===== src/hw/rtl/ppm_pkg.sv =====
// ----------------------------------------------------------------------------
// ppm_pkg
// Shared types and constants for the per-pixel median block.
// ----------------------------------------------------------------------------
package ppm_pkg;

   localparam int SAMPLE_W         = 8;
   localparam int COUNT_W          = 5;
   localparam int PIX_W            = 23;
   localparam int PIX_CNT_W        = 22;
   localparam int CSR_W            = 23;
   localparam int MAX_SAMPLES_DEF  = 16;
   localparam int FRAME_PIXELS_MAX = 4194304;

   typedef enum logic [0:0] {
      CSR_SAMPLE_COUNT = 1'b0,
      CSR_FRAME_PIXELS = 1'b1
   } csr_index_type;

   // what one cell hands to its right neighbor
   typedef struct packed {
      logic                gt;
      logic [SAMPLE_W-1:0] value;
   } link_type;

endpackage


===== src/hw/rtl/per_pixel_median_baseline.sv =====
// ----------------------------------------------------------------------------
// per_pixel_median_baseline
// Temporal median per pixel: sorts each pixel's samples in an insertion
// chain and emits the upper-middle element, flagging the frame's last pixel.
// ----------------------------------------------------------------------------
//  channel  dir  handshake         payload
//  req_     in   tvalid / tready   tdata[7:0] = sample
//  rsp_     out  tvalid / tready   tdata[7:0] = median, tlast = frame_done
//  csr_     in   we                index 0 sample_count, 1 frame_pixels
//
//  One item per cycle; every sample is placed in the chain in the cycle
//  it is accepted, and the median lands in the output register at that edge.
//  req_tready drops only for a pixel-ending item while the output register
//  is full and not being taken.
//  Synchronous reset clears counters and the output valid; the sample
//  cells are not reset.
// ----------------------------------------------------------------------------
module per_pixel_median_baseline #(
   parameter int MAX_SAMPLES = ppm_pkg::MAX_SAMPLES_DEF
) (
   input  logic                         clock,
   input  logic                         reset,
   input  logic                         req_tvalid,
   output logic                         req_tready,
   input  logic [7:0]                   req_tdata,   // [7:0] sample
   output logic                         rsp_tvalid,
   input  logic                         rsp_tready,
   output logic [7:0]                   rsp_tdata,   // [7:0] median
   output logic                         rsp_tlast,
   input  logic                         csr_we,
   input  logic [0:0]                   csr_index,
   input  logic [ppm_pkg::CSR_W-1:0]    csr_wdata
);

   localparam int CNT_W = $clog2(MAX_SAMPLES + 1);
   localparam int IDX_W = (MAX_SAMPLES > 1) ? $clog2(MAX_SAMPLES) : 1;
   localparam int CMP_W = (CNT_W > ppm_pkg::COUNT_W) ? CNT_W : ppm_pkg::COUNT_W;

   logic [ppm_pkg::COUNT_W-1:0]   sample_count_ff;
   logic [ppm_pkg::PIX_W-1:0]     frame_pixels_ff;
   logic [CNT_W-1:0]              taken_ff;
   logic [CNT_W-1:0]              taken_in;
   logic [ppm_pkg::PIX_CNT_W-1:0] pixels_ff;
   logic [ppm_pkg::PIX_CNT_W-1:0] pixels_in;
   logic                          rsp_valid_ff;
   logic                          rsp_valid_in;
   logic [ppm_pkg::SAMPLE_W-1:0]  median_ff;
   logic                          done_ff;

   logic [CNT_W-1:0]              count_new;
   logic [CNT_W-1:0]              mid;
   logic [CMP_W-1:0]              eff_samples;
   logic [ppm_pkg::PIX_W-1:0]     eff_pixels;
   logic [ppm_pkg::PIX_W-1:0]     pix_new;
   logic                          pixel_end;
   logic                          frame_end;
   logic                          accept;
   logic [ppm_pkg::SAMPLE_W-1:0]  median;

   always_comb begin
      count_new = taken_ff + CNT_W'(1);
      mid       = count_new >> 1;
      if (sample_count_ff == '0) begin
         eff_samples = CMP_W'(1);
      end else if (CMP_W'(sample_count_ff) > CMP_W'(MAX_SAMPLES)) begin
         eff_samples = CMP_W'(MAX_SAMPLES);
      end else begin
         eff_samples = CMP_W'(sample_count_ff);
      end
      pixel_end = CMP_W'(count_new) >= eff_samples;

      if (frame_pixels_ff == '0) begin
         eff_pixels = ppm_pkg::PIX_W'(1);
      end else if (frame_pixels_ff > ppm_pkg::PIX_W'(ppm_pkg::FRAME_PIXELS_MAX)) begin
         eff_pixels = ppm_pkg::PIX_W'(ppm_pkg::FRAME_PIXELS_MAX);
      end else begin
         eff_pixels = frame_pixels_ff;
      end
      pix_new   = {1'b0, pixels_ff} + ppm_pkg::PIX_W'(1);
      frame_end = pix_new >= eff_pixels;

      req_tready = !pixel_end || !rsp_valid_ff || rsp_tready;
      accept     = req_tvalid && req_tready;

      taken_in     = taken_ff;
      pixels_in    = pixels_ff;
      rsp_valid_in = rsp_valid_ff && !rsp_tready;
      if (accept) begin
         if (pixel_end) begin
            taken_in     = '0;
            pixels_in    = frame_end ? '0 : pix_new[ppm_pkg::PIX_CNT_W-1:0];
            rsp_valid_in = 1'b1;
         end else begin
            taken_in = count_new;
         end
      end
   end

   ppm_chain #(
      .MAX_SAMPLES (MAX_SAMPLES),
      .CNT_W       (CNT_W),
      .IDX_W       (IDX_W)
   ) u_chain (
      .clock  (clock),
      .insert (accept),
      .sample (req_tdata),
      .taken  (taken_ff),
      .mid    (mid),
      .median (median)
   );

   always_ff @(posedge clock) begin
      if (reset) begin
         sample_count_ff <= ppm_pkg::COUNT_W'(1);
         frame_pixels_ff <= ppm_pkg::PIX_W'(1);
         taken_ff        <= '0;
         pixels_ff       <= '0;
         rsp_valid_ff    <= 1'b0;
      end else begin
         taken_ff     <= taken_in;
         pixels_ff    <= pixels_in;
         rsp_valid_ff <= rsp_valid_in;
         if (csr_we) begin
            case (ppm_pkg::csr_index_type'(csr_index))
               ppm_pkg::CSR_SAMPLE_COUNT: begin
                  sample_count_ff <= csr_wdata[ppm_pkg::COUNT_W-1:0];
               end
               ppm_pkg::CSR_FRAME_PIXELS: begin
                  frame_pixels_ff <= csr_wdata[ppm_pkg::PIX_W-1:0];
               end
               default: begin
               end
            endcase
         end
      end
   end

   always_ff @(posedge clock) begin
      if (accept && pixel_end) begin
         median_ff <= median;
         done_ff   <= frame_end;
      end
   end

   assign rsp_tvalid = rsp_valid_ff;
   assign rsp_tdata  = median_ff;
   assign rsp_tlast  = done_ff;

   a_taken_range: assert property (@(posedge clock) disable iff (reset)
      taken_ff < CNT_W'(MAX_SAMPLES))
      else $error("sample count reached chain depth");

   a_end_gives_result: assert property (@(posedge clock) disable iff (reset)
      accept && pixel_end |=> rsp_valid_ff && taken_ff == '0)
      else $error("pixel end without result or count clear");

   a_taken_step: assert property (@(posedge clock) disable iff (reset)
      accept && !pixel_end |=> taken_ff == $past(count_new))
      else $error("sample count did not advance");

   a_no_drop: assert property (@(posedge clock) disable iff (reset)
      rsp_valid_ff && !rsp_tready |-> !(accept && pixel_end) || rsp_tready)
      else $error("result overwritten while waiting");

endmodule


===== src/hw/rtl/ppm_cell.sv =====
// ----------------------------------------------------------------------------
// ppm_cell
// One slot of the insertion chain: holds one sorted sample and shifts in
// its left neighbor's value when the new sample sorts below it.
// ----------------------------------------------------------------------------
module ppm_cell (
   input  logic                         clock,
   input  logic                         insert,
   input  logic                         occupied,
   input  logic [ppm_pkg::SAMPLE_W-1:0] sample,
   input  ppm_pkg::link_type            left,
   output ppm_pkg::link_type            right,
   output logic [ppm_pkg::SAMPLE_W-1:0] value_next
);

   logic [ppm_pkg::SAMPLE_W-1:0] value_ff;
   logic [ppm_pkg::SAMPLE_W-1:0] value_in;
   logic                         gt;

   always_comb begin
      gt = occupied && (value_ff > sample);
      if (left.gt) begin
         value_in = left.value;
      end else if (gt || !occupied) begin
         value_in = sample;
      end else begin
         value_in = value_ff;
      end
   end

   always_ff @(posedge clock) begin
      if (insert) begin
         value_ff <= value_in;
      end
   end

   assign right.gt    = gt;
   assign right.value = value_ff;
   assign value_next  = value_in;

endmodule


===== src/hw/rtl/ppm_chain.sv =====
// ----------------------------------------------------------------------------
// ppm_chain
// Row of sort cells; inserts one sample per cycle while insert is high and
// picks the element at the middle index of the updated row.
// ----------------------------------------------------------------------------
module ppm_chain #(
   parameter int MAX_SAMPLES = ppm_pkg::MAX_SAMPLES_DEF,
   parameter int CNT_W       = $clog2(MAX_SAMPLES + 1),
   parameter int IDX_W       = (MAX_SAMPLES > 1) ? $clog2(MAX_SAMPLES) : 1
) (
   input  logic                         clock,
   input  logic                         insert,
   input  logic [ppm_pkg::SAMPLE_W-1:0] sample,
   input  logic [CNT_W-1:0]             taken,
   input  logic [CNT_W-1:0]             mid,
   output logic [ppm_pkg::SAMPLE_W-1:0] median
);

   ppm_pkg::link_type            link [MAX_SAMPLES+1];
   logic [ppm_pkg::SAMPLE_W-1:0] value_next [MAX_SAMPLES];

   assign link[0].gt    = 1'b0;
   assign link[0].value = '0;

   for (genvar i = 0; i < MAX_SAMPLES; i++) begin : g_cell
      ppm_cell u_cell (
         .clock      (clock),
         .insert     (insert),
         .occupied   (taken > CNT_W'(i)),
         .sample     (sample),
         .left       (link[i]),
         .right      (link[i+1]),
         .value_next (value_next[i])
      );
   end

   assign median = value_next[mid[IDX_W-1:0]];

endmodule


===== config.mk =====
export PLATFORM = sky130hd
export DESIGN_NAME = per_pixel_median_baseline
export DESIGN_NICKNAME = d
export VERILOG_FILES = /design/src/hw/rtl/ppm_pkg.sv /design/src/hw/rtl/per_pixel_median_baseline.sv /design/src/hw/rtl/ppm_cell.sv /design/src/hw/rtl/ppm_chain.sv
export SDC_FILE = /design/constraint.sdc
export NUM_CORES = 1
export LEC_CHECK = 0
export BUFFER_PORTS_ARGS = -buffer_cell sky130_fd_sc_hd__buf_4
export CAP_MARGIN = 10
export CORE_UTILIZATION = 60
export DETAILED_ROUTE_END_ITERATION = 16
export PLACE_DENSITY = 0.74
export SLEW_MARGIN = 10
export SYNTH_ARGS = -nofsm -noshare
export SYNTH_HDL_FRONTEND = slang
export SYNTH_SLANG_ARGS = --single-unit

===== constraint.sdc =====
create_clock -name clock -period 6.2 [get_ports clock]
set_input_delay 0.93 -clock clock [delete_from_list [all_inputs] [get_ports clock]]
set_output_delay 0.93 -clock clock [all_outputs]
set_load 0.02 [all_outputs]

# After elaboration in Yosys (flattened, before gate mapping)
# Cells that the tools add are included.
[word_totals]
register_bits = 193
in_bits = 37
out_inout_bits = 11
wordCells = 167
[op_classes]
addsub = 2
reduce_logical = 61
n_bitwise = 2
mux = 42
magnitude_cmp = 37
[op_table]
columns = ["operator", "n"]
rows = [
  ["8-bit 2-to-1 mux", 33],
  ["8-bit greater-than comparator", 16],
  ["23-bit 2-to-1 mux", 2],
  ["5-bit by 4-bit greater-than comparator with 1-bit output, second input constant", 8],
  ["8-bit binary-select mux with 4-bit select", 1],
  ["22-bit by 1-bit adder with 23-bit output, second input constant", 1],
  ["23-bit greater-or-equal comparator", 1],
  ["23-bit greater-than comparator, second input constant", 1],
  ["23-bit logical NOT", 1],
  ["22-bit 2-to-1 mux", 1],
  ["5-bit by 3-bit greater-than comparator with 1-bit output, second input constant", 4],
  ["1-bit logical AND", 19],
  ["1-bit logical NOT", 19],
  ["1-bit logical OR", 18],
  ["5-bit 2-to-1 mux", 3],
  ["5-bit by 1-bit greater-than comparator with 1-bit output, second input constant", 2],
  ["5-bit by 2-bit greater-than comparator with 1-bit output, second input constant", 2],
  ["2-bit AND reduction", 3],
  ["5-bit by 1-bit adder with 5-bit output, second input constant", 1],
  ["5-bit greater-or-equal comparator", 1],
  ["5-bit greater-or-equal comparator, second input constant", 1],
  ["5-bit greater-than comparator, second input constant", 1],
  ["5-bit logical NOT", 1],
  ["4-bit NOT with 5-bit output", 1],
  ["other kinds (2)", 3],
]

# Depth between registers and ports, before layout
[logic_depth]
word_depth = 9
depth_mapped = 19
depth_no_buf = 17

# By module
# A second synthesis with hierarchy kept.
[unflattened]
cells_unflattened = 1796
hier_area_um2 = 16793.6
[modules_own_cells]
columns = ["module", "cells_each", "area_each_um2", "seq_area_each_um2", "n_inst"]
rows = [
  ["ppm_cell", 77, 739.5, 240.2, 16],
  ["per_pixel_median_baseline", 463, 3774.9, 1391.3, 1],
  ["ppm_chain", 101, 1187.4, 0.0, 1],
]

# Least setup slack after synthesis
# Ideal clock, no wire load.
[synth_timing]
path_type = "register to register"
start = "register taken_ff[0]"
end = "register u_chain.g_cell[0].u_cell.value_ff[0] in the netlist's numbering (enable)"
stages_incl_launch_ff = 12
synth_period_minus_slack_ns = 5.487
t_arrival_ns = 5.006
path_slack_ns = 0.713
required_time_ns = 5.719
n_path_buf = 1
setup_time_ns = 0.481
path_cell_list = "dfxtp_1 -> ha_1 -> xnor2_2 -> inv_1 -> buf_1 -> ha_1 -> a21o_1 -> a21o_1 -> a21o_1 -> nand2b_1 -> nand2_1 -> inv_1"
[synth_via]
elab_chain_len = 6
[synth_rtl]
columns = ["element", "line_no", "text"]
rows = [
  ["from (decl)", "per_pixel_median_baseline.sv:41", "logic [CNT_W-1:0] taken_ff;"],
  ["from (signal assigned)", "per_pixel_median_baseline.sv:120", "taken_ff <= taken_in;"],
  ["5-bit by 1-bit adder with 5-bit output", "per_pixel_median_baseline.sv:61", "count_new = taken_ff + CNT_W'(1);"],
  ["5-bit greater-or-equal comparator", "per_pixel_median_baseline.sv:70", "pixel_end = CMP_W'(count_new) >= eff_samples;"],
  ["1-bit logical NOT", "per_pixel_median_baseline.sv:82", "req_tready = !pixel_end || !rsp_valid_ff || rsp_tready;"],
  ["1-bit logical OR (2 in a row)", "per_pixel_median_baseline.sv:82", ""],
  ["via req_tready", "per_pixel_median_baseline.sv:24", "output logic req_tready,"],
  ["1-bit logical AND", "per_pixel_median_baseline.sv:83", "accept = req_tvalid && req_tready;"],
  ["to (signal assigned)", "ppm_cell.sv:33", "value_ff <= value_in;"],
  ["to (decl)", "ppm_cell.sv:16", "logic [ppm_pkg::SAMPLE_W-1:0] value_ff;"],
]
# The timed path passes the listed nets, and every way through them passes these cells.
# A chain may end at the register's enable or synchronous reset.

# Worst setup path in the final report
[layout_timing]
start = "register pixels_ff[0] in the netlist's numbering"
end = "register pixels_ff[9] in the netlist's numbering"
[layout_via]
elab_chain_len = 3
[layout_rtl]
columns = ["element", "line_no", "text"]
rows = [
  ["from (decl)", "per_pixel_median_baseline.sv:43", "logic [ppm_pkg::PIX_CNT_W-1:0] pixels_ff;"],
  ["from (signal assigned)", "per_pixel_median_baseline.sv:121", "pixels_ff <= pixels_in;"],
  ["22-bit by 1-bit adder with 23-bit output *", "per_pixel_median_baseline.sv:79", "pix_new = {1'b0, pixels_ff} + ppm_pkg::PIX_W'(1);"],
  ["23-bit greater-or-equal comparator", "per_pixel_median_baseline.sv:80", "frame_end = pix_new >= eff_pixels;"],
  ["22-bit 2-to-1 mux *", "per_pixel_median_baseline.sv:91", "pixels_in = frame_end ? '0 : pix_new[ppm_pkg::PIX_CNT_W-1:0];"],
]
# Every way passes the cells marked *; elsewhere a longest branch is shown, timed or not.

==> metrics.sh <==
PORT_BUFFERS=47
MAX_FREQ_MHz=206
HOLD_VIOL_FINAL=0
MIN_PATH_TYPE='reg2reg'
CRITICAL_PATH_BUF_INV_COUNT=0
INSERTION_DELAY_NS=0.45
CP-START-KIND='flop'
SYNTH_COMMONEST_CELLS='175 x sky130_fd_sc_hd__a21oi_1, 161 x sky130_fd_sc_hd__ha_1, 149 x sky130_fd_sc_hd__nand2_1'
YOSYS_MOST_USED_DFF='sky130_fd_sc_hd__edfxtp_1'
REG2REG_DEPTH=16
DETAILROUTE.VIA_COUNT=12900
SHARE_CLK_OF_TOTAL_POWER=0.325
CTS-HOLD-FIX-BUFFERS=0
SYNTH_ASYNC_SR_FLOP_SHARE=0
P_LEAK_nW=5.86
SEQ_POWER_SHARE=0.457
FINAL.PERIOD_UTILIZATION=0.782
POST-SYNTH-TOP-AREA-FRACTION=0.281
COUNT_OF_FLIP_FLOPS_WITH_A_BUILT_IN_ENABLE_AFTER_SYNTHESIS=137
POST-SYNTH-TOP-COUNT-CELL='sky130_fd_sc_hd__a21oi_1'
DRT-PASS1-ITER-COUNT=5
LAYOUT_MIN_CYCLE_TIME_NS=4.85
SYNTHDOMINANTAREACELLTYPE='sky130_fd_sc_hd__edfxtp_1'
CRIT_FANOUT=19
WORST-SETUP-PATH-TYPE='reg2reg'
HPWLAFTERDP_MM=31.1
DRT_ITER0_MARKERS=1527
CLOCK_ROOT_BUFFER='sky130_fd_sc_hd__clkbuf_16'
MAX_STAGE_DELAY_NS=0.83
PATH_COMMON_CELL='sky130_fd_sc_hd__nand3_1'
FIRST_GLOBAL_VIAS=12200
SETUP_TOTAL_NEGATIVE_SLACK_NS=0
PEAKVDDDROP_mV=0.168
GRT.BUSIEST_LAYER='met2'
WORST-R2R-SETUP-SLACK_NS=1.35
WORST_EP_ARRIVAL_TIME_NS=5.21
SLEW_VIOL_FINAL=0
CRITICAL_PATH_SLOWEST_STAGE_CELL='sky130_fd_sc_hd__nor4_4'
CLOCK_SKEW_NS=0.0171
SYNTH_CELL_TYPES=70
GRTUSAGEMET3=0.0616
GRT_UTIL_ALL_LAYERS=0.359
IOPINCOUNT=48
HTREE_LEVELS=4
RUN_STATUS='finished clean'
POWER.COMBINATIONAL.FRACTION=0.217
CHIPWIDTH_UM=158
GR-USAGE-MET1=0.481
USE_MET2=0.574
GROWTH_OF_DESIGN_AREA_FROM_SYNTHESIS_TO_FINISH_PCT=7.96
CRITICAL_PATH.REG2REG.STARTPOINT='pixels_ff[0]'
ROUTE.DETAILED.DRC=0
SETUP_VIOL=0
RESIZE_COUNT_POST_CTS=0
CTS-BUFFERS-INSERTED=17
GRT_MAX_DEGREE=72
MAX-SLEW-MARGIN-REL=0.212
CTS_SINKS=193
GLOBALPLACE.CONGESTION=0.937
PATH_LENGTH_IN_CELLS_OF_THE_CRITICAL_PATH=16
RSZ0062_AT_GRT='false'
SYNTH_SEQ_AREA_SHARE=0.357
YOSYSWARNINGCOUNT=0
GRT.OVERFLOW.TOTAL=0
YS_SEQ_ELEMENTS=193
CRITICAL_PATH_CAPTURE_POINT_TYPE='flop'
TIGHTESTPINTRANSITION_NS=1.18
POST_ROUTE_CELLS_DRIVE_ABOVE_1_SHARE=0.0996
TOTAL_SWITCHING_POWER_W=0.00110
WORSTREG2REGEND='pixels_ff[9]'
NUM_ROWS=56
FINAL_ANTENNA_NET_COUNT=0
POST_SYNTH_INSTANCE_AREA_UM2=14600
SYN_INST=1556
VIASPERCELL=6.80
TOP_AREA_CELLS_IN_THE_SYNTHESIZED_NETLIST='sky130_fd_sc_hd__edfxtp_1 28%, sky130_fd_sc_hd__ha_1 14%, sky130_fd_sc_hd__dfxtp_1 7.7%, sky130_fd_sc_hd__a21oi_1 6.0%, sky130_fd_sc_hd__mux2i_1 5.9%'
GRT_PASS1_WL_MM=67.9
CORE_AREA_UM2=23700
SYNTHESIS.AREA_PER_INSTANCE_UM2=9.41
DETAIL_ROUTE.WL_PER_CELL_UM=23.0
CRITICAL_PATH_REQUIRED_NS=6.56
CTS_BUFFER_DEPTH=2
CRIT_PATH_CELL_CHAIN='ha_1 -> nand3_1 -> nor2_1 -> and3_1 -> and3_1 -> xor2_1 -> ha_1 -> nand2_1 -> nor3_1 -> a221o_1 -> a21o_1 -> nand3_1 -> a21oi_1 -> nor4_4 -> nand3_1 -> o31ai_1'
NUM-NETS-FINAL=1762
SYNTH.NET_COUNT=1754
DIE-AREA_UM2=25000
TRITONCTS='done'
POWER-PER-CELL-AREA_nW_PER_UM2=217
FLOORPLAN.INITIALDENSITY=0.618
WORST_SETUP_HOLD_PATH_CLK_SLEW_NS=0.08
POWER_W=0.00344
ANTENNA_FOUND_INITIAL=0
CTS_POST_SETUP_BUFFERS_INSERTED=0
DIE_H_UM=158
PROPORTION_OF_TOTAL_POWER_DUE_TO_NET_SWITCHING=0.320
DRT_TOTAL_WL_MM=43.5
CP_TOP_FAMILY='simple AND/OR/NAND/NOR gates'
NUM_ANTENNA_CELLS=0
CP_CAPTURE_POINT='pixels_ff[9]'
CAP_VIOL_MAX_COUNT=0
CRIT_START='pixels_ff[0]'
INTPOWER_W=0.00234
cell type report:
cell class	count	area, µm²
Clock buffer	20	457
Fill cell	1945	7870
Multi-Input combinational cell	1248	8970
Inverter	42	160
Sequential cell	193	5240
Timing Repair Buffer	62	478
Clock inverter	12	115
Tap cell	319	399
flip-flops by register name (all words and copies together) (netlist names):
| signal | cells |
|---|---|
| sample_count_ff | 5 |
| pixels_ff | 22 |
| rsp_tlast | 1 |
| taken_ff | 5 |
| u_chain.g_cell.u_cell.value_ff | 128 |
| rsp_tdata | 8 |
| frame_pixels_ff | 23 |
| rsp_tvalid | 1 |
power groups by stage:
stage | Clock, W | Sequential (W) | Combinational, W
3_3_place_gp | 0 | 0.00160 | 0.000705
6_report | 0.00112 | 0.00157 | 0.000747
2_1_floorplan | 0 | 0.00158 | 0.000505
3_5_place_dp | 0 | 0.00160 | 0.000730
5_1_grt | 0.00116 | 0.00158 | 0.000816
4_1_cts | 0.00111 | 0.00157 | 0.000735
through the flow:
| step | std cells | setup slack (ns) | util | area [µm²] | hold WS, ns |
|---|---|---|---|---|---|
| floorplan | 1556 | 0.713 | - | 14600 | 0.442 |
| detailed placement | 1864 | 1.28 | 0.643 | 15200 | 0.463 |
| global route | 1896 | 0.982 | 0.668 | 15800 | 0.510 |
| global placement | 1864 | 1.33 | 0.643 | 15200 | 0.465 |
| finish | 1896 | 1.35 | 0.668 | 15800 | 0.480 |
| CTS | 1896 | 1.49 | 0.667 | 15800 | 0.475 |
cells by family after synthesis:
group                    after synthesis  share of synthesized area
adder cells (fa/ha/maj)              161                      0.138
multiplexers                         117                     0.0887
flip-flops                           193                      0.357
AND/OR/NAND/NOR                      488                      0.168
XOR/XNOR                              21                     0.0131
buffers and inverters                115                     0.0307
AO/OA/AOI/OAI                        461                      0.205
layer usage:
metal	wire length (µm)	vias up
li1	-	6012
met4	1450	0
met1	18400	6104
met2	19800	649
met5	0	-
met3	3920	119
cell usage in the layout, fill, tap and decap left out, types with 19 or more instances in the layout:
cell                       count
sky130_fd_sc_hd__a211oi_1     36
sky130_fd_sc_hd__nand2_1     149
sky130_fd_sc_hd__a31oi_1      38
sky130_fd_sc_hd__mux2i_1      87
sky130_fd_sc_hd__nor2_1      136
sky130_fd_sc_hd__inv_1        40
sky130_fd_sc_hd__a21o_1       22
sky130_fd_sc_hd__dfxtp_1      56
sky130_fd_sc_hd__o211ai_1     28
sky130_fd_sc_hd__nand3_1      33
sky130_fd_sc_hd__ha_1        161
sky130_fd_sc_hd__a22oi_1      19
sky130_fd_sc_hd__mux2_2       22
sky130_fd_sc_hd__edfxtp_1    137
sky130_fd_sc_hd__buf_4        61
sky130_fd_sc_hd__a21oi_1     175
sky130_fd_sc_hd__nand4_1      59
sky130_fd_sc_hd__o31ai_1      36
sky130_fd_sc_hd__nor2b_1      33
how the worst min path moves through the flow:
stage               slack, ns                 from  cells past startpoint             endpoint
floorplan                0.44   sample_count_ff[0]                      2   sample_count_ff[0]
global placement         0.46   frame_pixels_ff[3]                      2   frame_pixels_ff[3]
detailed placement       0.46  frame_pixels_ff[20]                      2  frame_pixels_ff[20]
CTS                      0.47  frame_pixels_ff[20]                      2  frame_pixels_ff[20]
global route             0.51   frame_pixels_ff[9]                      2   frame_pixels_ff[9]
finish                   0.48  frame_pixels_ff[20]                      2  frame_pixels_ff[20]
worst register-to-register path, cell delays in order, from the launching register on:
cell and delay [ns]:
sky130_fd_sc_hd__dfxtp_1 0.41, sky130_fd_sc_hd__ha_1 0.27, sky130_fd_sc_hd__nand3_1 0.20, sky130_fd_sc_hd__nor2_1 0.36, sky130_fd_sc_hd__and3_1 0.38, sky130_fd_sc_hd__and3_1 0.28, sky130_fd_sc_hd__xor2_1 0.22, sky130_fd_sc_hd__ha_1 0.28
sky130_fd_sc_hd__nand2_1 0.11, sky130_fd_sc_hd__nor3_1 0.07, sky130_fd_sc_hd__a221o_1 0.33, sky130_fd_sc_hd__a21o_1 0.18, sky130_fd_sc_hd__nand3_1 0.07, sky130_fd_sc_hd__a21oi_1 0.11, sky130_fd_sc_hd__nor4_4 0.83, sky130_fd_sc_hd__nand3_1 0.39
sky130_fd_sc_hd__o31ai_1 0.28
No activity file was read; power rests on OpenSTA's default activity.
